==> src/design/amdfs_pkg.sv <==
`default_nettype none

package amdfs_pkg;

    // Graph size and derived widths
    localparam int MAX_VERTICES = 32;
    localparam int RESULT_CAP   = 32;
    localparam int VIDX_W       = $clog2(MAX_VERTICES);
    localparam int DEPTH_W      = $clog2(MAX_VERTICES + 1);
    localparam int CNT_W        = $clog2(RESULT_CAP + 1);

    // Fixed field widths
    localparam int NODE_W      = 5;
    localparam int CFG_W       = 6;
    localparam int LIVE_W      = CFG_W + 1;
    localparam int CFG_RESET   = 32;

    // Item function codes
    localparam logic FUNC_ADD_EDGE = 1'b0;
    localparam logic FUNC_SEARCH   = 1'b1;

    typedef struct packed {
        logic              func;
        logic [NODE_W-1:0] node_a;
        logic [NODE_W-1:0] node_b;
    } in_item_t;

    typedef struct packed {
        logic [NODE_W-1:0] vertex;
        logic              last;
        logic              error;
    } out_item_t;

    typedef enum logic [2:0] {
        S_IDLE,
        S_DECODE,
        S_SCAN,
        S_FINAL,
        S_ERROR
    } state_t;

    // Controller to datapath
    typedef struct packed {
        logic load_item;
        logic write_edge;
        logic start_search;
        logic push;
        logic pop;
        logic emit_pending;
        logic emit_last;
        logic emit_error;
    } dp_cmd_t;

    // Datapath to controller
    typedef struct packed {
        logic item_func;
        logic item_error;
        logic stack_empty;
        logic cap_hit;
        logic open_any;
        logic out_free;
    } dp_stat_t;

endpackage

`default_nettype wire

==> src/design/amdfs_ctrl.sv <==
`default_nettype none

module amdfs_ctrl
    import amdfs_pkg::*;
(
    input  wire logic     clk,
    input  wire logic     rst_n,
    input  wire logic     in_valid,
    output logic          in_ready,
    input  wire dp_stat_t stat,
    output dp_cmd_t       cmd
);

    state_t state_reg;
    state_t state_next;

    // Hold the state
    always_ff @(posedge clk or negedge rst_n)
    begin
        if (!rst_n)
        begin
            state_reg <= S_IDLE;
        end
        else
        begin
            state_reg <= state_next;
        end
    end

    // Next state
    always_comb
    begin
        state_next = state_reg;
        unique case (state_reg)
            S_IDLE:
            begin
                if (in_valid)
                begin
                    state_next = S_DECODE;
                end
            end
            S_DECODE:
            begin
                if (stat.item_error)
                begin
                    state_next = S_ERROR;
                end
                else if (stat.item_func == FUNC_SEARCH)
                begin
                    state_next = S_SCAN;
                end
                else
                begin
                    state_next = S_IDLE;
                end
            end
            S_SCAN:
            begin
                if (stat.stack_empty || stat.cap_hit)
                begin
                    state_next = S_FINAL;
                end
            end
            S_FINAL,
            S_ERROR:
            begin
                if (stat.out_free)
                begin
                    state_next = S_IDLE;
                end
            end
            default:
            begin
                state_next = S_IDLE;
            end
        endcase
    end

    // Commands
    always_comb
    begin
        cmd      = '0;
        in_ready = 1'b0;
        unique case (state_reg)
            S_IDLE:
            begin
                in_ready      = 1'b1;
                cmd.load_item = in_valid;
            end
            S_DECODE:
            begin
                cmd.write_edge   = !stat.item_error && (stat.item_func == FUNC_ADD_EDGE);
                cmd.start_search = !stat.item_error && (stat.item_func == FUNC_SEARCH);
            end
            S_SCAN:
            begin
                if (!stat.stack_empty && !stat.cap_hit)
                begin
                    if (stat.open_any)
                    begin
                        // descend only when the previous vertex can leave
                        cmd.push         = stat.out_free;
                        cmd.emit_pending = stat.out_free;
                    end
                    else
                    begin
                        cmd.pop = 1'b1;
                    end
                end
            end
            S_FINAL:
            begin
                cmd.emit_last = stat.out_free;
            end
            S_ERROR:
            begin
                cmd.emit_error = stat.out_free;
            end
            default:
            begin
                cmd = '0;
            end
        endcase
    end

endmodule

`default_nettype wire

==> src/design/amdfs_dp.sv <==
`default_nettype none

module amdfs_dp
    import amdfs_pkg::*;
(
    input  wire logic             clk,
    input  wire logic             rst_n,
    input  wire in_item_t         in_data,
    input  wire logic             cfg_wen,
    input  wire logic [CFG_W-1:0] cfg_wdata,
    output logic                  out_valid,
    input  wire logic             out_ready,
    output out_item_t             out_data,
    input  wire dp_cmd_t          cmd,
    output dp_stat_t              stat
);

    in_item_t                 item_reg;
    logic [CFG_W-1:0]         vcount_reg;
    logic [MAX_VERTICES-1:0]  adj_reg [MAX_VERTICES];
    logic [MAX_VERTICES-1:0]  visited_reg;
    logic [VIDX_W-1:0]        stack_reg [MAX_VERTICES];
    logic [DEPTH_W-1:0]       depth_reg;
    logic [VIDX_W-1:0]        top_reg;
    logic [VIDX_W-1:0]        pending_reg;
    logic [CNT_W-1:0]         count_reg;
    logic                     out_valid_reg;
    out_item_t                out_data_reg;

    logic [LIVE_W-1:0]        live_n;
    logic [MAX_VERTICES-1:0]  live_mask;
    logic [MAX_VERTICES-1:0]  open_bits;
    logic [VIDX_W-1:0]        nxt;
    logic [VIDX_W-1:0]        a_idx;
    logic [VIDX_W-1:0]        b_idx;
    logic [DEPTH_W-1:0]       depth_below;
    logic                     can_push;
    logic                     out_free;

    assign a_idx = VIDX_W'(item_reg.node_a);
    assign b_idx = VIDX_W'(item_reg.node_b);

    // Limit the vertex count to the matrix size
    always_comb
    begin
        if (LIVE_W'(vcount_reg) > LIVE_W'(MAX_VERTICES))
        begin
            live_n = LIVE_W'(MAX_VERTICES);
        end
        else
        begin
            live_n = LIVE_W'(vcount_reg);
        end
        for (int i = 0; i < MAX_VERTICES; i++)
        begin
            live_mask[i] = LIVE_W'(i) < live_n;
        end
    end

    // Pick the lowest unvisited neighbor of the top vertex
    assign open_bits = adj_reg[top_reg] & live_mask & ~visited_reg;

    always_comb
    begin
        nxt = '0;
        for (int i = MAX_VERTICES - 1; i >= 0; i--)
        begin
            if (open_bits[i])
            begin
                nxt = VIDX_W'(i);
            end
        end
    end

    assign can_push    = depth_reg < DEPTH_W'(MAX_VERTICES);
    assign depth_below = depth_reg - DEPTH_W'(2);
    assign out_free    = !out_valid_reg || out_ready;

    // Status to the controller
    always_comb
    begin
        stat.item_func   = item_reg.func;
        stat.item_error  = (LIVE_W'(item_reg.node_a) >= live_n) ||
                           ((item_reg.func == FUNC_ADD_EDGE) &&
                            (LIVE_W'(item_reg.node_b) >= live_n));
        stat.stack_empty = depth_reg == '0;
        stat.cap_hit     = count_reg == CNT_W'(RESULT_CAP);
        stat.open_any    = |open_bits;
        stat.out_free    = out_free;
    end

    // Latch the item
    always_ff @(posedge clk)
    begin
        if (cmd.load_item)
        begin
            item_reg <= in_data;
        end
    end

    // Vertex count register
    always_ff @(posedge clk or negedge rst_n)
    begin
        if (!rst_n)
        begin
            vcount_reg <= CFG_W'(CFG_RESET);
        end
        else if (cfg_wen)
        begin
            vcount_reg <= cfg_wdata;
        end
    end

    // Adjacency matrix, cleared at reset
    always_ff @(posedge clk or negedge rst_n)
    begin
        if (!rst_n)
        begin
            for (int i = 0; i < MAX_VERTICES; i++)
            begin
                adj_reg[i] <= '0;
            end
        end
        else if (cmd.write_edge)
        begin
            adj_reg[a_idx][b_idx] <= 1'b1;
            adj_reg[b_idx][a_idx] <= 1'b1;
        end
    end

    // Walk stack entries
    always_ff @(posedge clk)
    begin
        if (cmd.start_search)
        begin
            stack_reg[0] <= a_idx;
        end
        else if (cmd.push && can_push)
        begin
            stack_reg[depth_reg[VIDX_W-1:0]] <= nxt;
        end
    end

    // Search control: visited set, depth and count
    always_ff @(posedge clk or negedge rst_n)
    begin
        if (!rst_n)
        begin
            visited_reg <= '0;
            depth_reg   <= '0;
            count_reg   <= '0;
        end
        else if (cmd.start_search)
        begin
            visited_reg <= MAX_VERTICES'(1) << a_idx;
            depth_reg   <= DEPTH_W'(1);
            count_reg   <= CNT_W'(1);
        end
        else if (cmd.push)
        begin
            visited_reg[nxt] <= 1'b1;
            count_reg        <= count_reg + CNT_W'(1);
            if (can_push)
            begin
                depth_reg <= depth_reg + DEPTH_W'(1);
            end
        end
        else if (cmd.pop)
        begin
            depth_reg <= depth_reg - DEPTH_W'(1);
        end
    end

    // Track the top vertex and the vertex waiting to go out
    always_ff @(posedge clk)
    begin
        if (cmd.start_search)
        begin
            top_reg     <= a_idx;
            pending_reg <= a_idx;
        end
        else if (cmd.push)
        begin
            pending_reg <= nxt;
            if (can_push)
            begin
                top_reg <= nxt;
            end
        end
        else if (cmd.pop)
        begin
            top_reg <= stack_reg[depth_below[VIDX_W-1:0]];
        end
    end

    // Output beat register
    always_ff @(posedge clk or negedge rst_n)
    begin
        if (!rst_n)
        begin
            out_valid_reg <= 1'b0;
        end
        else if (cmd.emit_pending || cmd.emit_last || cmd.emit_error)
        begin
            out_valid_reg <= 1'b1;
        end
        else if (out_ready)
        begin
            out_valid_reg <= 1'b0;
        end
    end

    always_ff @(posedge clk)
    begin
        if (cmd.emit_error)
        begin
            out_data_reg.vertex <= '0;
            out_data_reg.last   <= 1'b1;
            out_data_reg.error  <= 1'b1;
        end
        else if (cmd.emit_pending || cmd.emit_last)
        begin
            out_data_reg.vertex <= NODE_W'(pending_reg);
            out_data_reg.last   <= cmd.emit_last;
            out_data_reg.error  <= 1'b0;
        end
    end

    assign out_valid = out_valid_reg;
    assign out_data  = out_data_reg;

endmodule

`default_nettype wire

==> src/design/adjacency_matrix_dfs_core.sv <==
`default_nettype none

// Depth-first search engine over a 32-vertex undirected graph held as an adjacency
// bit matrix (cleared at reset). An add-edge beat returns nothing; an out-of-range
// index returns one beat with error and last set. A search beat is decoded, then
// the walk descends to each vertex reached and backtracks from each, and finally
// flushes the last vertex; every step is a single neighbor pick (one matrix row read
// and a priority encode) in the datapath. Results go out through a one-beat output
// register; a stalled output holds each descent, while backtracking goes on.
// Vertices are emitted in preorder and the final one carries last. No clearing
// pass follows reset.
module adjacency_matrix_dfs_core
    import amdfs_pkg::*;
(
    input  wire logic             clk,
    input  wire logic             rst_n,
    input  wire logic             in_valid,
    output logic                  in_ready,
    input  wire in_item_t         in_data,
    output logic                  out_valid,
    input  wire logic             out_ready,
    output out_item_t             out_data,
    input  wire logic             cfg_wen,
    input  wire logic [CFG_W-1:0] cfg_wdata
);

    dp_cmd_t  cmd;
    dp_stat_t stat;

    amdfs_ctrl u_ctrl (
        .clk      (clk),
        .rst_n    (rst_n),
        .in_valid (in_valid),
        .in_ready (in_ready),
        .stat     (stat),
        .cmd      (cmd)
    );

    amdfs_dp u_dp (
        .clk       (clk),
        .rst_n     (rst_n),
        .in_data   (in_data),
        .cfg_wen   (cfg_wen),
        .cfg_wdata (cfg_wdata),
        .out_valid (out_valid),
        .out_ready (out_ready),
        .out_data  (out_data),
        .cmd       (cmd),
        .stat      (stat)
    );

    // One item at a time: an accepted beat closes the input for the next cycle
    a_one_item: assert property (@(posedge clk) disable iff (!rst_n)
        in_valid && in_ready |=> !in_ready)
        else $error("input accepted while an item was in progress");

    // Descend only from a live stack and never over a waiting result
    a_push_safe: assert property (@(posedge clk) disable iff (!rst_n)
        cmd.push |-> !stat.stack_empty && stat.out_free && !stat.cap_hit)
        else $error("push issued without stack entry or output slot");

    // Error beats are final and carry vertex zero
    a_error_form: assert property (@(posedge clk) disable iff (!rst_n)
        out_valid && out_data.error |-> out_data.last && (out_data.vertex == '0))
        else $error("malformed error beat");

endmodule

`default_nettype wire

==> config.mk <==
export PLATFORM = sky130hd
export DESIGN_NAME = adjacency_matrix_dfs_core
export DESIGN_NICKNAME = d
export VERILOG_FILES = /design/src/design/amdfs_pkg.sv /design/src/design/amdfs_ctrl.sv /design/src/design/amdfs_dp.sv /design/src/design/adjacency_matrix_dfs_core.sv
export SDC_FILE = /design/constraint.sdc
export NUM_CORES = 2
export LEC_CHECK = 0
export BUFFER_PORTS_ARGS = -buffer_cell sky130_fd_sc_hd__buf_4
export CAP_MARGIN = 25
export CORE_MARGIN = 4
export CORE_UTILIZATION = 45
export DETAILED_ROUTE_END_ITERATION = 10
export PLACE_DENSITY = 0.69
export SYNTH_ARGS = -nofsm -noshare
export SYNTH_HDL_FRONTEND = slang
export SYNTH_SLANG_ARGS = --single-unit
==> constraint.sdc <==
create_clock -name clk -period 10.1 [get_ports clk]
set_input_delay 1.01 -clock clk [delete_from_list [all_inputs] [get_ports clk]]
set_output_delay 1.01 -clock clk [all_outputs]
set_load 0.02 [all_outputs]
==> metrics list <==
- During synthesis, Yosys emitted a total of 0 warnings.
- Synthesized netlist net count: 4908
- Data on the critical path is required at its endpoint by 10.56 ns.
- The most used flip-flop cell after synthesis is sky130_fd_sc_hd__dfrtp_1.
- Count of H-tree levels built during CTS: 4
* Clock transition at the registers of the reported paths: 0.06 ns
- STA classifies the critical path endpoint as a flip-flop.
- Category of the critical setup timing path: reg -> reg
- Final hold vios: 0
- The cell area that synthesis handed to floorplanning was 58700 um2.
- Cell with the biggest individual delay on the critical path: sky130_fd_sc_hd__a221oi_1
* Clock buffer depth: 3
- Worst slew margin relative to its limit: 0.197
* Combinational group share of total power: 0.297
* Setup repair after global routing missed its margin: no
- First-pass GRT wire length: 304000 um
- List of cells traversed by the critical path: buf_4, mux4_2, a22o_1, a221oi_1, o22ai_1, nor4_1, and4_1, a21o_1, inv_2, ha_1, and2_0, mux2_2
- Via total after detailed routing: 43400
- Largest vdd supply drop: 295 uV
* Setup TNS: 0 ns
- The register with the most flip-flops in the layout has 1024 of them.
- Placeable core area: 129000 um2
- After synthesis the netlist holds a flip-flop and latch count of 1266.
- The internal power of the cells totals 9.99 mW.
* Vias per inst: 6.52
- Leading cell type in the layout, fill and taps excluded: sky130_fd_sc_hd__dfrtp_1
- Height of the die: 369 um
- Largest clock skew in the final design: 0.0321 ns
- In the routed design, unresolved DRC markers number 0.
- The final layout contains 4846 nets.
- Net load switching power: 5.51 mW
* Net switching fraction of the power: 0.355
* Synth cell types: 82
- Post-Syn Instances: 4867
- TritonCTS Sinks: 1266
- Final critical-path required period: 6.75 ns
* Fraction of registers with async set or reset after synthesis: 0.852
* Transition time at the pin with the least slew margin: 1.20 ns
- Based on the critical path, the design can be clocked at up to 148 MHz.
* Buffers added on ports: 30
- Critical Path Fanout Max: 38
* Number of global-route vias before repair: 42600
* Top library cells by usage in the layout, fill and taps aside: sky130_fd_sc_hd__dfrtp_1, sky130_fd_sc_hd__or2_2, sky130_fd_sc_hd__nand2b_1
- Summed over all cells, the static leakage comes to 30.5 nW.
- Share of the yosys chip area belonging to registers: 0.554
- Setup violations remaining at the end of the flow were counted as 0.
- CTS placed an instance of sky130_fd_sc_hd__clkbuf_16 at the clock tree root.
- The floorplan step set the die width to 369 um.
- Fraction of final layout cells with drive strength greater than 1: 0.276
- Number of enable flip-flop cells after synthesis: 181
* Critical Path Start Type: flip-flop
- Reg power frac: 0.384
* Total die area: 136000 um2
- In this run the post-CTS setup repair buffer count came out at 0.
- In the final routed layout, each cell accounts on average for 31.5 um.
- Entering global routing, the biggest net connects 182 pins.
- The run finished with clean final reports.
* Tot GR Track Use: 0.306
- Detailed Route Iter0 Violations: 6291
- Number of detailed-routing iterations run before antenna repair: 6
* CTS tree: done
* Power density over the cells: 237 nW/um2
* Overall Power: 15.5 mW
- For this design the top-level I/O count stands at 31.
- After synthesis, the mean cell area works out to 12.1 um2.
* Total wirelength of the detailed-routed design: 210000 um
* Number of routed nets with antenna violations: 0
- Final RePlAce weighted congestion: 1.06
- Slew Limit Fails: 0
* Worst stage delay on the critical path: 0.75 ns
- Hold/Removal Path Class: in -> async
* # Max-Cap Violations: 0
- Row generation in the floorplan step produced 132 rows.
- Buffers inserted during clock tree synthesis total 133.
- The total overflow left after global routing is 0.
- Final worst-path cycle share: 0.668
* Growth of design area from synthesis to finish: 11.4%
- Clock group share of total power: 0.319
- For the worst setup path, the data arrival time is 7.21 ns.
* HPWL after DPL: 137000 um
- Gates resized during post-CTS repair numbered 0.
- The number of antenna violations at the first check in global routing is 10.
- Post-CTS Hold Fix Bufs: 0
- The clock reaches the later pin of the worst-skew pair after 0.77 ns.
* Starting density of the core: 0.453
-- critical path: cells and delay by family, from the launching register on --
kind	cells	cell delay [ns]
DFF	1	0.52
buffers and inverters	2	1.02
adders and majority gates	1	0.33
and+or+nand+nor	3	1.41
AOI/OAI and AO/OA	4	1.82
muxes	2	1.31
-- final timing paths --
| kind | slack (ns) | startpoint | cells after the start | end |
|---|---|---|---|---|
| max | 3.35 | u_dp.top_reg[0]$_DFFE_PP_ | 12 | u_dp.stack_reg[26][2]$_DFFE_PP_ |
| min | 0.34 | rst_n | 1 | u_dp.adj_reg[105]$_DFFE_PN0P_ |
| max reg2reg | 3.35 | u_dp.top_reg[0]$_DFFE_PP_ | 12 | u_dp.stack_reg[26][2]$_DFFE_PP_ |
| min reg2reg | 0.45 | u_dp.adj_reg[992]$_DFFE_PN0P_ | 1 | u_dp.adj_reg[992]$_DFFE_PN0P_ |
| max in group asynchronous | 7.30 | rst_n | 3 | u_dp.depth_reg[0]$_DFFE_PN0P_ |
| min in group clk | 0.42 | in_data[9] | 1 | u_dp.a_idx[4]$_DFFE_PP_ |
-- power groups by stage --
stage	sequential (mW)	combinational (mW)	clock, mW
after floorplan	5.84	2.99	0
after global placement	6.00	4.40	0
after detailed placement	6.01	4.45	0
after CTS	5.92	4.46	4.99
after global routing	5.96	4.76	5.20
final	5.95	4.60	4.94
-- logic make-up (layout without fill, tap and decap cells) --
group / after synthesis / in the layout / share of synthesized area
muxes: 376 / 376 / 0.132
DFF: 1266 / 1266 / 0.554
other: 0 / 6 / 0
adders and majority gates: 19 / 19 / 0.00418
xor gates and xnor gates: 7 / 7 / 0.00104
and+or+nand+nor: 1984 / 1984 / 0.177
buffers and inverters: 371 / 409 / 0.0285
AOI/OAI and AO/OA: 844 / 844 / 0.102
-- layout make-up --
class,count,area (um2)
Antenna cell,6,15.0
Clock buffer,190,3850
Clock inverter,45,499
Fill cell,11100,64100
Inverter,18,67.6
Multi-Input combinational cell,3230,24700
Sequential cell,1266,32600
Tap cell,1742,2180
Timing Repair Buffer,156,1530
-- routing by layer --
metal | part of all wire | vias to the layer above | routed length, um | GRT usage
met5 | 0.00044 | - | 93 | 0
met4 | 0.069 | 8 | 14500 | 0.182
met3 | 0.13 | 727 | 26400 | 0.103
met2 | 0.43 | 3041 | 89700 | 0.437
met1 | 0.38 | 22200 | 79000 | 0.407
li1 | - | 17400 | - | -
-- stage by stage --
| step | std cells | setup WS, ns | hold slack [ns] | utilization | area, um2 |
|---|---|---|---|---|---|
| 6_report | 6653 | 3.35 | 0.345 | 0.505 | 65400 |
| 5_1_grt | 6647 | 3.06 | 0.391 | 0.505 | 65400 |
| 4_1_cts | 6636 | 3.27 | 0.351 | 0.503 | 65200 |
| 3_5_place_dp | 6401 | 3.38 | 0.444 | 0.470 | 60800 |
| 3_3_place_gp | 6390 | 3.53 | 0.440 | 0.468 | 60600 |
| 2_1_floorplan | 4867 | 5.22 | 0.423 | - | 58700 |
-- cells in the mapped netlist (5+ instances only) --
cell                       count  share of area
sky130_fd_sc_hd__buf_2        21         0.0018
sky130_fd_sc_hd__edfxtp_1    181          0.093
sky130_fd_sc_hd__o21a_1       13         0.0017
sky130_fd_sc_hd__and3b_1       6        0.00090
sky130_fd_sc_hd__buf_1         8        0.00051
sky130_fd_sc_hd__clkbuf_1    284          0.018
sky130_fd_sc_hd__mux2i_1      38         0.0065
sky130_fd_sc_hd__buf_4        17         0.0022
sky130_fd_sc_hd__ha_1         18         0.0038
sky130_fd_sc_hd__and3_1        9        0.00096
sky130_fd_sc_hd__o21bai_1      5        0.00064
sky130_fd_sc_hd__nand2_1     395          0.025
sky130_fd_sc_hd__nor2_1      412          0.026
sky130_fd_sc_hd__buf_6        21         0.0040
sky130_fd_sc_hd__a31oi_1       5        0.00053
sky130_fd_sc_hd__mux4_2      298           0.11
sky130_fd_sc_hd__nand3b_1     11         0.0014
sky130_fd_sc_hd__a21oi_1      56         0.0048
sky130_fd_sc_hd__o21ai_0      48         0.0041
sky130_fd_sc_hd__or4_1         5        0.00064
sky130_fd_sc_hd__a21o_1       17         0.0022
sky130_fd_sc_hd__nor3b_1       5        0.00064
sky130_fd_sc_hd__a22oi_1     331          0.042
sky130_fd_sc_hd__o22ai_1     226          0.024
sky130_fd_sc_hd__nand3_1      28         0.0024
sky130_fd_sc_hd__inv_1        15        0.00096
sky130_fd_sc_hd__a31o_2       33         0.0049
sky130_fd_sc_hd__nor2b_1      17         0.0018
sky130_fd_sc_hd__o211ai_1     11         0.0014
sky130_fd_sc_hd__and2_1       15         0.0016
sky130_fd_sc_hd__o221ai_2      7         0.0018
sky130_fd_sc_hd__o31ai_1      17         0.0022
sky130_fd_sc_hd__mux2_2       25         0.0048
sky130_fd_sc_hd__a211oi_1     12         0.0015
sky130_fd_sc_hd__a22o_1       11         0.0016
sky130_fd_sc_hd__nor3_1       22         0.0019
sky130_fd_sc_hd__nand2b_1    456          0.049
sky130_fd_sc_hd__dfxtp_1       7         0.0024
sky130_fd_sc_hd__dfrtp_1    1077           0.46
sky130_fd_sc_hd__or3_1        10         0.0011
sky130_fd_sc_hd__mux4_1       15         0.0067
sky130_fd_sc_hd__or2_2       563          0.060
sky130_fd_sc_hd__nor4_1       11         0.0012
sky130_fd_sc_hd__o221ai_1     11         0.0016
Note: power is estimated with default switching activity, not from simulation.
